==> src/hdl/spq_pkg.sv <==
// Shared types, codes and the priority compare for the sorted priority queue.
// No dependencies; used by spq_ctrl, spq_datapath and sorted_priority_queue.
`timescale 1ns / 1ps

package spq_pkg;

	// operation codes
	localparam logic [1:0] OP_INSERT = 2'd0;
	localparam logic [1:0] OP_POP    = 2'd1;
	localparam logic [1:0] OP_PEEK   = 2'd2;

	// result status codes
	localparam logic [1:0] STATUS_OK    = 2'd0;
	localparam logic [1:0] STATUS_EMPTY = 2'd1;
	localparam logic [1:0] STATUS_FULL  = 2'd2;

	// ordering modes: relation "stored R new" that keeps stored ahead
	localparam logic [1:0] MODE_LE = 2'd0;
	localparam logic [1:0] MODE_LT = 2'd1;
	localparam logic [1:0] MODE_GE = 2'd2;
	localparam logic [1:0] MODE_GT = 2'd3;

	// register byte addresses
	localparam logic [1:0] ADDR_ORDER_MODE = 2'd0;

	// one stored entry
	typedef struct packed {
		logic        [31:0] value;
		logic signed [31:0] prio;
	} entry_t;

	// commands from the controller to the datapath
	typedef struct packed {
		logic       load;       // latch the incoming item, restart the scan
		logic       ins_step;   // one scan/shift step of an insert
		logic       finish;     // register a result this cycle
		logic       take_head;  // result carries the head entry
		logic       pop;        // drop the head entry
		logic [1:0] code;       // result status
	} cmd_t;

	// status from the datapath to the controller
	typedef struct packed {
		logic full;
		logic empty;
		logic ins_last;   // scan has passed every stored entry
	} stat_t;

	// does a stored priority stay ahead of a new one
	function automatic logic stays_ahead(input logic [1:0] mode,
		input logic signed [31:0] stored, input logic signed [31:0] incoming);
		logic r;
		case (mode)
			MODE_LE: r = (stored <= incoming);
			MODE_LT: r = (stored <  incoming);
			MODE_GE: r = (stored >= incoming);
			MODE_GT: r = (stored >  incoming);
			default: r = 1'b0;
		endcase
		return r;
	endfunction

endpackage

==> src/hdl/spq_ctrl.sv <==
// Controller state machine of the sorted priority queue.
// Depends on spq_pkg for the command and status structs and the codes.
`timescale 1ns / 1ps

module spq_ctrl (
	input  logic               clk,
	input  logic               arst_n,
	input  logic               start,
	input  logic [1:0]         op,
	input  spq_pkg::stat_t     stat,
	output logic               busy,
	output spq_pkg::cmd_t      cmd
);

	typedef enum logic [1:0] {
		ST_IDLE,
		ST_INSERT,
		ST_POP,
		ST_PEEK
	} state_t;

	state_t state_q, state_d;

	assign busy = (state_q != ST_IDLE);

	// next state and commands
	always_comb begin
		state_d = state_q;
		cmd     = '0;
		case (state_q)
			ST_IDLE: begin
				if (start) begin
					cmd.load = 1'b1;
					case (op)
						spq_pkg::OP_INSERT: begin
							if (stat.full) begin
								cmd.finish = 1'b1;
								cmd.code   = spq_pkg::STATUS_FULL;
							end else begin
								state_d = ST_INSERT;
							end
						end
						spq_pkg::OP_POP, spq_pkg::OP_PEEK: begin
							if (stat.empty) begin
								cmd.finish = 1'b1;
								cmd.code   = spq_pkg::STATUS_EMPTY;
							end else begin
								state_d = (op == spq_pkg::OP_POP) ? ST_POP : ST_PEEK;
							end
						end
						default: begin
							cmd.finish = 1'b1;
							cmd.code   = spq_pkg::STATUS_OK;
						end
					endcase
				end
			end
			ST_INSERT: begin
				cmd.ins_step = 1'b1;
				if (stat.ins_last) begin
					cmd.finish = 1'b1;
					cmd.code   = spq_pkg::STATUS_OK;
					state_d    = ST_IDLE;
				end
			end
			ST_POP: begin
				cmd.finish    = 1'b1;
				cmd.take_head = 1'b1;
				cmd.pop       = 1'b1;
				cmd.code      = spq_pkg::STATUS_OK;
				state_d       = ST_IDLE;
			end
			ST_PEEK: begin
				cmd.finish    = 1'b1;
				cmd.take_head = 1'b1;
				cmd.code      = spq_pkg::STATUS_OK;
				state_d       = ST_IDLE;
			end
			default: begin
				state_d = ST_IDLE;
			end
		endcase
	end

	// state register
	always_ff @(posedge clk or negedge arst_n) begin
		if (!arst_n) begin
			state_q <= ST_IDLE;
		end else begin
			state_q <= state_d;
		end
	end

	// no insert step may run once the scan is over
	a_ins_ends: assert property (@(posedge clk) disable iff (!arst_n)
		(state_q == ST_INSERT && stat.ins_last) |=> (state_q == ST_IDLE))
		else $error("insert did not end after last step");

	// a head read only follows an accepted pop or peek on a non-empty queue
	a_head_nonempty: assert property (@(posedge clk) disable iff (!arst_n)
		(state_q == ST_POP || state_q == ST_PEEK) |-> !stat.empty)
		else $error("head read on empty queue");

	// a full insert never enters the scan
	a_full_no_scan: assert property (@(posedge clk) disable iff (!arst_n)
		(state_q == ST_IDLE && start && op == spq_pkg::OP_INSERT && stat.full)
		|=> (state_q == ST_IDLE))
		else $error("insert into full queue started a scan");

endmodule

==> src/hdl/spq_datapath.sv <==
// Datapath of the sorted priority queue: entry memory kept as a ring,
// count, scan index, carry register and the result registers.
// Depends on spq_pkg for the entry type, the structs and the compare.
`timescale 1ns / 1ps

module spq_datapath #(
	parameter int CAPACITY = 16
) (
	input  logic                clk,
	input  logic                arst_n,
	input  spq_pkg::cmd_t       cmd,
	input  logic [1:0]          order_mode,
	input  logic [31:0]         in_value,
	input  logic signed [31:0]  in_prio,
	output spq_pkg::stat_t      stat,
	output logic                done,
	output logic [31:0]         head_value,
	output logic signed [31:0]  head_priority,
	output logic [1:0]          status,
	output logic                now_empty
);

	localparam int AW = (CAPACITY > 1) ? $clog2(CAPACITY) : 1;
	localparam int CW = $clog2(CAPACITY + 1);
	localparam logic [AW:0]   CAP_A = (AW + 1)'(CAPACITY);
	localparam logic [CW-1:0] CAP_C = CW'(CAPACITY);

	spq_pkg::entry_t mem [CAPACITY];

	spq_pkg::entry_t new_q, carry_q, rd_q, wr_data;
	logic [CW-1:0]   count_q, cnt_next, k_q, k_inc;
	logic [AW-1:0]   base_q, rd_addr, wr_addr;
	logic            found_q, wr_en, ahead;

	logic [31:0]        res_value_q;
	logic signed [31:0] res_prio_q;
	logic [1:0]         res_status_q;
	logic               res_empty_q, done_q;

	// logical index to ring address, wrapping at the capacity
	function automatic logic [AW-1:0] phys(input logic [AW-1:0] base,
		input logic [AW-1:0] idx);
		logic [AW:0] sum;
		sum = {1'b0, base} + {1'b0, idx};
		if (sum >= CAP_A) begin
			sum = sum - CAP_A;
		end
		return sum[AW-1:0];
	endfunction

	assign k_inc = k_q + CW'(1);

	assign stat.full     = (count_q == CAP_C);
	assign stat.empty    = (count_q == '0);
	assign stat.ins_last = (k_q == count_q);

	assign ahead = !found_q && spq_pkg::stays_ahead(order_mode, rd_q.prio, new_q.prio);

	// read the next scan entry while inserting, the head otherwise
	assign rd_addr = cmd.ins_step ? phys(base_q, k_inc[AW-1:0]) : base_q;

	// write: the item or the carried entry lands at the scan position
	always_comb begin
		wr_en   = 1'b0;
		wr_addr = phys(base_q, k_q[AW-1:0]);
		wr_data = found_q ? carry_q : new_q;
		if (cmd.ins_step) begin
			wr_en = stat.ins_last || !ahead;
		end
	end

	// count after this operation
	always_comb begin
		cnt_next = count_q;
		if (cmd.ins_step && stat.ins_last) begin
			cnt_next = count_q + CW'(1);
		end else if (cmd.pop) begin
			cnt_next = count_q - CW'(1);
		end
	end

	// entry memory
	always_ff @(posedge clk) begin
		if (wr_en) begin
			mem[wr_addr] <= wr_data;
		end
		rd_q <= mem[rd_addr];
	end

	// control state: count, ring base, scan index
	always_ff @(posedge clk or negedge arst_n) begin
		if (!arst_n) begin
			count_q <= '0;
			base_q  <= '0;
			k_q     <= '0;
			found_q <= 1'b0;
			done_q  <= 1'b0;
		end else begin
			count_q <= cnt_next;
			done_q  <= cmd.finish;
			if (cmd.pop) begin
				base_q <= phys(base_q, AW'(1));
			end
			if (cmd.load) begin
				k_q     <= '0;
				found_q <= 1'b0;
			end else if (cmd.ins_step && !stat.ins_last) begin
				k_q <= k_inc;
				if (!ahead) begin
					found_q <= 1'b1;
				end
			end
		end
	end

	// payload: incoming item, carried entry, result fields
	always_ff @(posedge clk) begin
		if (cmd.load) begin
			new_q.value <= in_value;
			new_q.prio  <= in_prio;
		end
		if (cmd.ins_step && !stat.ins_last && !ahead) begin
			carry_q <= rd_q;
		end
		if (cmd.finish) begin
			res_value_q  <= cmd.take_head ? rd_q.value : '0;
			res_prio_q   <= cmd.take_head ? rd_q.prio : '0;
			res_status_q <= cmd.code;
			res_empty_q  <= (cnt_next == '0);
		end
	end

	assign done          = done_q;
	assign head_value    = res_value_q;
	assign head_priority = res_prio_q;
	assign status        = res_status_q;
	assign now_empty     = res_empty_q;

	a_count_range: assert property (@(posedge clk) disable iff (!arst_n)
		count_q <= CAP_C)
		else $error("entry count above capacity");

	a_empty_status: assert property (@(posedge clk) disable iff (!arst_n)
		(done_q && res_status_q == spq_pkg::STATUS_EMPTY) |-> res_empty_q)
		else $error("empty status without empty flag");

	a_ins_not_full: assert property (@(posedge clk) disable iff (!arst_n)
		(cmd.ins_step && stat.ins_last) |-> !stat.full)
		else $error("insert grows a full queue");

endmodule

==> src/hdl/sorted_priority_queue.sv <==
// Sorted priority queue top level: order_mode register on the APB port,
// controller and datapath. Depends on spq_pkg, spq_ctrl and spq_datapath.
//
//  channel   | handshake                      | payload
//  ----------+--------------------------------+-----------------------------------
//  item in   | start & !busy                  | op, item_value, item_priority
//  result    | done, one cycle, no stall      | head_value, head_priority,
//            |                                | status, now_empty
//  config    | psel & penable & pwrite        | paddr, pwdata (prdata on read)
//
// Result appears the cycle after the last work cycle: op 3, full insert and
// empty pop/peek finish in the cycle they are taken; pop and peek first wait
// on one registered memory read of the head; an insert runs a scan-and-shift
// pass through the entry memory, one entry per cycle, reading and writing it.
// busy is high while an item is in work. Reset clears the count and the ring
// base; no clearing pass is needed. Results cannot be held off.
`timescale 1ns / 1ps

module sorted_priority_queue #(
	parameter int CAPACITY = 16
) (
	input  logic               clk,
	input  logic               arst_n,
	input  logic               start,
	output logic               busy,
	input  logic [1:0]         op,
	input  logic [31:0]        item_value,
	input  logic signed [31:0] item_priority,
	output logic               done,
	output logic [31:0]        head_value,
	output logic signed [31:0] head_priority,
	output logic [1:0]         status,
	output logic               now_empty,
	input  logic               psel,
	input  logic               penable,
	input  logic               pwrite,
	input  logic [1:0]         paddr,
	input  logic [31:0]        pwdata,
	output logic [31:0]        prdata,
	output logic               pready
);

	spq_pkg::cmd_t  cmd;
	spq_pkg::stat_t stat;
	logic [1:0]     order_mode_q;

	assign pready = 1'b1;

	// configuration register
	always_ff @(posedge clk or negedge arst_n) begin
		if (!arst_n) begin
			order_mode_q <= spq_pkg::MODE_LE;
		end else if (psel && penable && pwrite && pready
			&& paddr == spq_pkg::ADDR_ORDER_MODE) begin
			order_mode_q <= pwdata[1:0];
		end
	end

	// register read back
	assign prdata = (paddr == spq_pkg::ADDR_ORDER_MODE) ? {30'd0, order_mode_q} : '0;

	spq_ctrl u_ctrl (
		.clk    (clk),
		.arst_n (arst_n),
		.start  (start),
		.op     (op),
		.stat   (stat),
		.busy   (busy),
		.cmd    (cmd)
	);

	spq_datapath #(
		.CAPACITY (CAPACITY)
	) u_datapath (
		.clk           (clk),
		.arst_n        (arst_n),
		.cmd           (cmd),
		.order_mode    (order_mode_q),
		.in_value      (item_value),
		.in_prio       (item_priority),
		.stat          (stat),
		.done          (done),
		.head_value    (head_value),
		.head_priority (head_priority),
		.status        (status),
		.now_empty     (now_empty)
	);

endmodule

==> config.mk <==
export PLATFORM = sky130hd
export DESIGN_NAME = sorted_priority_queue
export DESIGN_NICKNAME = d
export VERILOG_FILES = /design/src/hdl/spq_pkg.sv /design/src/hdl/spq_ctrl.sv /design/src/hdl/spq_datapath.sv /design/src/hdl/sorted_priority_queue.sv
export SDC_FILE = /design/constraint.sdc
export NUM_CORES = 2
export LEC_CHECK = 0
export ABC_AREA = 1
export BUFFER_PORTS_ARGS = -buffer_cell sky130_fd_sc_hd__buf_2
export CAP_MARGIN = 40
export CORE_MARGIN = 4
export CORE_UTILIZATION = 25
export CTS_CLUSTER_DIAMETER = 60
export DETAILED_ROUTE_END_ITERATION = 6
export GPL_TIMING_DRIVEN = 0
export RECOVER_POWER = 25
export SYNTH_ARGS = -nofsm -noshare
export SYNTH_HDL_FRONTEND = slang
export SYNTH_SLANG_ARGS = --single-unit
==> constraint.sdc <==
create_clock -name clk -period 6 [get_ports clk]
set_clock_uncertainty 0.05 [all_clocks]
set_input_delay 0.6 -clock clk [delete_from_list [all_inputs] [get_ports clk]]
set_output_delay 0.6 -clock clk [all_outputs]
set_load 0.005 [all_outputs]
# After elaboration in Yosys (flattened, before gate mapping)
# Memories as Yosys holds them, arrays and structs flattened. A register that Yosys moved wholly into a read port is not among the register bits.
# Index checks and enable logic that the tools add are counted.
[word_totals]
n_memories = 1
reg_bits = 215
mem_bits_rw = 1024
[op_classes]
reduce_logical = 24
eq_ne = 16
n_addsub = 9
muxes = 40
order_cmp = 7
[memory_table]
columns = ["memory", "depth", "width", "read_ports", "rd_clocked_by_memory_dff", "wr", "line", "text"]
rows = [
  ["u_datapath.mem", 16, 64, 1, 1, 1, "spq_datapath.sv:28", "spq_pkg::entry_t mem [CAPACITY];"],
]
[op_table]
columns = ["operator", "count"]
rows = [
  ["64-bit two-way mux", 1],
  ["32-bit >= comparator", 1],
  ["32-bit greater-than comparator", 1],
  ["32-bit less-or-equal comparator", 1],
  ["32-bit < comparator", 1],
  ["5-bit two-way mux", 4],
  ["1-bit two-way mux", 17],
  ["4-bit two-way mux", 4],
  ["5-bit >= comparator, second input constant", 3],
  ["2-bit two-way mux", 7],
  ["2-bit case mux with 2 select lines", 3],
  ["4-bit by 1-bit subtractor with 4-bit output, second input constant", 3],
  ["4-bit by 4-bit adder with 5-bit output", 2],
  ["5-bit by 1-bit adder with 5-bit output, second input constant", 2],
  ["2-bit equality test, second input constant", 5],
  ["5-bit zero test", 2],
  ["3-bit != test, second input constant", 3],
  ["2-bit zero test", 4],
  ["1-bit logical AND", 7],
  ["2-bit by 1-bit equality test with 1-bit output, second input constant", 3],
  ["2-bit != test, second input constant", 3],
  ["2-bit case mux with 3 select lines", 1],
  ["4-bit by 1-bit adder with 5-bit output, second input constant", 1],
  ["5-bit equality test", 1],
  ["12 further kinds", 16],
]

# Depth between registers and ports, before layout
[depth]
word_depth = 8
mapped_depth = 20

# Hierarchy
# A second synthesis with hierarchy kept.
[hier_totals]
hier_cells = 4246
area_unflattened_um2 = 52680.5
[modules_own_cells]
columns = ["mod", "area_per_inst_um2", "n_inst", "seq_area_each_um2", "cells_per_inst"]
rows = [
  ["spq_datapath", 52061.2, 1, 38286.7, 4155],
  ["sorted_priority_queue", 372.9, 1, 50.0, 51],
  ["spq_ctrl", 246.5, 1, 50.0, 40],
]

# Least setup slack after synthesis
# OpenSTA, ideal clock, no wires.
[synth_path]
path_type = "reg2reg"
startpoint = "register u_datapath.new_q[31] (netlist name)"
endpoint = "register u_datapath.carry_q[0] (netlist name), enable pin"
arrival_ns = 4.609
setup_time_ns = 0.507
setup_slack_ns = 0.834
required_time_ns = 5.443
n_path_buf = 0
period_less_slack_ns = 5.166
path_stages_with_launch = 15
cell_sequence = "edfxtp_1 -> inv_1 -> ha_1 -> nand2_1 -> nor2_2 -> nand2_2 -> nor2_1 -> nand2_1 -> nand3_1 -> nor2_1 -> nand2_1 -> nand2_1 -> nand3_1 -> nand3_2 -> a21oi_1"
[synth_via]
elab_chain_cells = 5
word_cells_on_any_way = 8
cone_classes = "order compare (4); mux (1); reduce/logical (3)"
[synth_rtl]
columns = ["item", "line", "text"]
rows = [
  ["start: declaration", "spq_datapath.sv:30", "spq_pkg::entry_t new_q, carry_q, rd_q, wr_data;"],
  ["32-bit greater-than comparator, or another cell as far along", "spq_pkg.sv:57", "MODE_GT: r = (stored > incoming);"],
  ["1-bit case mux with 4 select lines *", "spq_pkg.sv:53", "case (mode)"],
  ["1-bit logical AND *", "spq_datapath.sv:57", "assign ahead = !found_q && spq_pkg::stays_ahead(order_mode, rd_q.prio, new_q.prio);"],
  ["1-bit zero test *", "spq_datapath.sv:122", "if (cmd.ins_step && !stat.ins_last && !ahead) begin"],
  ["1-bit logical AND *", "spq_datapath.sv:122", ""],
  ["end signal: assignment", "spq_datapath.sv:123", "carry_q <= rd_q;"],
  ["end: declaration", "spq_datapath.sv:30", ""],
]
# Mark *: on every way between the ends. The rest lies on a longest branch, timed or not.
# A chain may end at the register's enable or synchronous reset.

==> flow_summary.yaml <==
status:
  status: "finished, violations left"
  violations: "capacitance limit, slew limit"
timing:
  hold_ws_ns: 0.139
  finalHoldViolCount: 0
  fin_crit_sh: 0.729
  tightestPinTransition_ns: 2.43
  fin_crit_ns: 4.37
  max_freq_ghz: 0.229
  rsz0062_at_grt: "false"
  setup_viol: 0
  final-max-slew-violation-count: 90
  slew_headroom: -0.621
  fin_tns_setup_ns: 0
route:
  first_pass_iters: 6
  viasPerCell: 4.35
  vias: 33232
  drtAntennaViolNets: 0
  drt_iter0_markers: 2758
  wl_mm: 142
  route.detailed.drc: 0
  wire_per_inst_um: 18.5
placed_design:
  io_buffers: 146
  hpwl_mm: 101
  gp_congestion: 0.806
critical_path:
  required_ns: 6.26
  arrival_ns: 4.63
  crit_path_start_kind: "flop"
  cp_max_fo: 34
  critPathMaxStageDelay_ns: 1.76
  crit_chain: "inv_1 > ha_1 > nand2_1 > clkinvlp_2 > clkbuf_1"
  setup.worst_path.class: "reg -> reg"
  cp_slowest_cell: "clkbuf_1"
  critical-path-top-delay-family: "buffers and inverters"
  path_buf_inv: 3
  critPathCaptureType: "flop"
floorplan:
  fp-row-count: 168
  start_util: 0.252
  core_um2: 210000
  dieArea_um2: 218000
  die_y_um: 467
  die_w_um: 467
  io_pins: 208
power:
  p_sw_frac: 0.424
  pwr-share-clk: 0.215
  peakVddDrop_uv: 487
  p_comb_frac: 0.437
  power_mw: 38.4
  power.switching_mw: 16.3
  power.density_nw_per_um2: 608
  sequentialPowerShare: 0.348
  p_leak_nw: 23.6
  p_int_mw: 22.1
clocking:
  cts_tree: "done"
  cts_max_level: 4
  clkTransAtPathRegs_ns: 0.06
  cts_hold_buffers: 66
  ctsResizeCount: 0
  clk_root_buffer_cell: "clkbuf_16"
  cts_buffer_depth: 3
  clk_latency_ns: 0.78
  tritoncts_num_sinks: 1303
  cts_setup_buffers: 0
  numCtsBuffers: 132
synthesis:
  async_flop_share: 0.0153
  yosys.area.top_type: "edfxtp_1"
  syn_inst: 4272
  yosys.cell_types.count: 37
  synth_edf_count: 1219
  synth_top_area_frac: 0.694
  yosys_warnings: 0
  syn_area_um2: 52800
  ys_seq_area_frac: 0.728
  ys_ff_latch: 1303
  ys_top_cells_by_area: "edfxtp_1, nand2_1, inv_1"
  synthFlopType: "edfxtp_1"
  avgSynthCellArea_um2: 12.4
grt:
  grt_max_degree: 43
  antenna_found_initial: 8
  grt_pass1_wl_mm: 211
  grt_pass1_vias: 32875
  track_usage: 0.127
  grt_overflow_total: 0
finish:
  syn_to_final_growth_pct: 19.7
  fill_cells: 21230
  drive_above_1_share: 0.109
  nets: 4881
worst_hold_path:
  hold_path.class: "in -> reg"
job:
  cap_violations: 4
## synth_stat cells (all sizes together), types with 2 or more instances
cell type  instances
buf              189
xnor2              6
o21a              67
xor2              11
dfxtp             64
a31oi            129
nand3             23
ha                50
o211ai           193
nand2            661
nor3              70
clkbuf            77
o21ai            306
edfxtp          1219
nor2             179
conb               2
fa                 2
nand4              5
inv              650
nand3b             2
a21oi            342
dfrtp             20
## cells by family after synthesis
logic type	after synthesis	share of synthesized area
DFF	1303	0.728
buffers and inverters	917	0.0723
other	2	0.000142
adders and majority gates	52	0.0126
and+or+nand+nor	943	0.0706
xor gates and xnor gates	17	0.00282
AOI/OAI and AO/OA	1038	0.114
## layout make-up
type / count / area, µm² / share of cell area
repair buffers: 288 / 2290 / 0.0363
clock inverters: 77 / 888 / 0.0141
flip-flops and latches: 1303 / 38400 / 0.608
well taps: 2805 / 3510 / 0.0556
plain buffers: 266 / 1370 / 0.0217
diodes: 3 / 7.51 / 0.000119
inverters: 651 / 2450 / 0.0387
multi-input cells: 2081 / 10800 / 0.171
clock buffers: 164 / 3480 / 0.0552
## per-layer routing
layer	vias up	track usage	share of wire
met4	2	0.0471	0.032
met3	188	0.0202	0.055
met5	-	0	0.000049
li1	15737	-	-
met2	971	0.216	0.49
met1	16334	0.163	0.43
## registers in the layout, summed over array words and instances, names as in the netlist, 4 cells and up
register                  cells
u_datapath.mem             1024
u_datapath.carry_q           64
u_datapath.new_q             64
u_datapath.rd_q              64
u_datapath.head_priority     32
u_datapath.head_value        32
u_datapath.count_q            5
u_datapath.k_q                5
u_datapath.base_q             4
## worst paths after layout
kind                                                    endpoint  slack [ns]                           from  depth (start not counted)
worst max-delay path               u_datapath.new_q[0]$_DFFE_PP_        1.63  u_ctrl.state_q[0]$_DFFE_PN0P_                          5
worst min-delay path              u_datapath.new_q[17]$_DFFE_PP_        0.14              item_priority[17]                          1
worst max register to register     u_datapath.new_q[0]$_DFFE_PP_        1.63  u_ctrl.state_q[0]$_DFFE_PN0P_                          5
worst min register to register  u_datapath.carry_q[63]$_DFFE_PP_        0.36    u_datapath.rd_q[63]$_DFF_P_                          0
max in group asynchronous       u_datapath.base_q[2]$_DFFE_PN0P_        4.74                         arst_n                          2
min in group asynchronous              u_datapath.done$_DFF_PN0_        0.51                         arst_n                          2
## power groups by stage
| stage | Combinational, mW | Sequential (mW) | Clock [mW] |
|---|---|---|---|
| 3_5_place_dp | 17.0 | 13.5 | 0 |
| 3_3_place_gp | 16.2 | 13.7 | 0 |
| 4_1_cts | 17.1 | 13.3 | 8.44 |
| 5_1_grt | 18.5 | 13.5 | 8.80 |
| 6_report | 16.8 | 13.4 | 8.27 |
| 2_1_floorplan | 9.94 | 13.5 | 0 |
## stage by stage
step	cells	area, µm²	worst slack (ns)	util
after detailed placement	7328	58400	1.60	0.278
after global placement	7252	57100	-3.41	0.272
after CTS	7635	63400	1.58	0.302
after global routing	7636	63200	1.15	0.301
final	7638	63200	1.63	0.301
after floorplan	4301	52900	0.834	-
## cell usage in the layout, fill, tap and decap left out, types with 11 or more instances in the layout
master	n
clkinv_2	24
nand2_1	659
inv_1	647
a31oi_1	129
clkbuf_16	133
ha_1	50
nor2_4	16
dfrtp_1	20
nand3_1	21
o21ai_0	285
a21oi_1	341
edfxtp_1	1219
buf_2	201
o21ai_1	19
buf_4	61
clkinv_1	24
dlygate4sd3_1	66
clkbuf_1	199
conb_1	31
xor2_1	11
dfxtp_1	64
o21a_1	67
nor2_1	162
nor3_1	69
o211ai_1	193
buf_12	33
No activity file was read; power rests on OpenSTA's default activity.
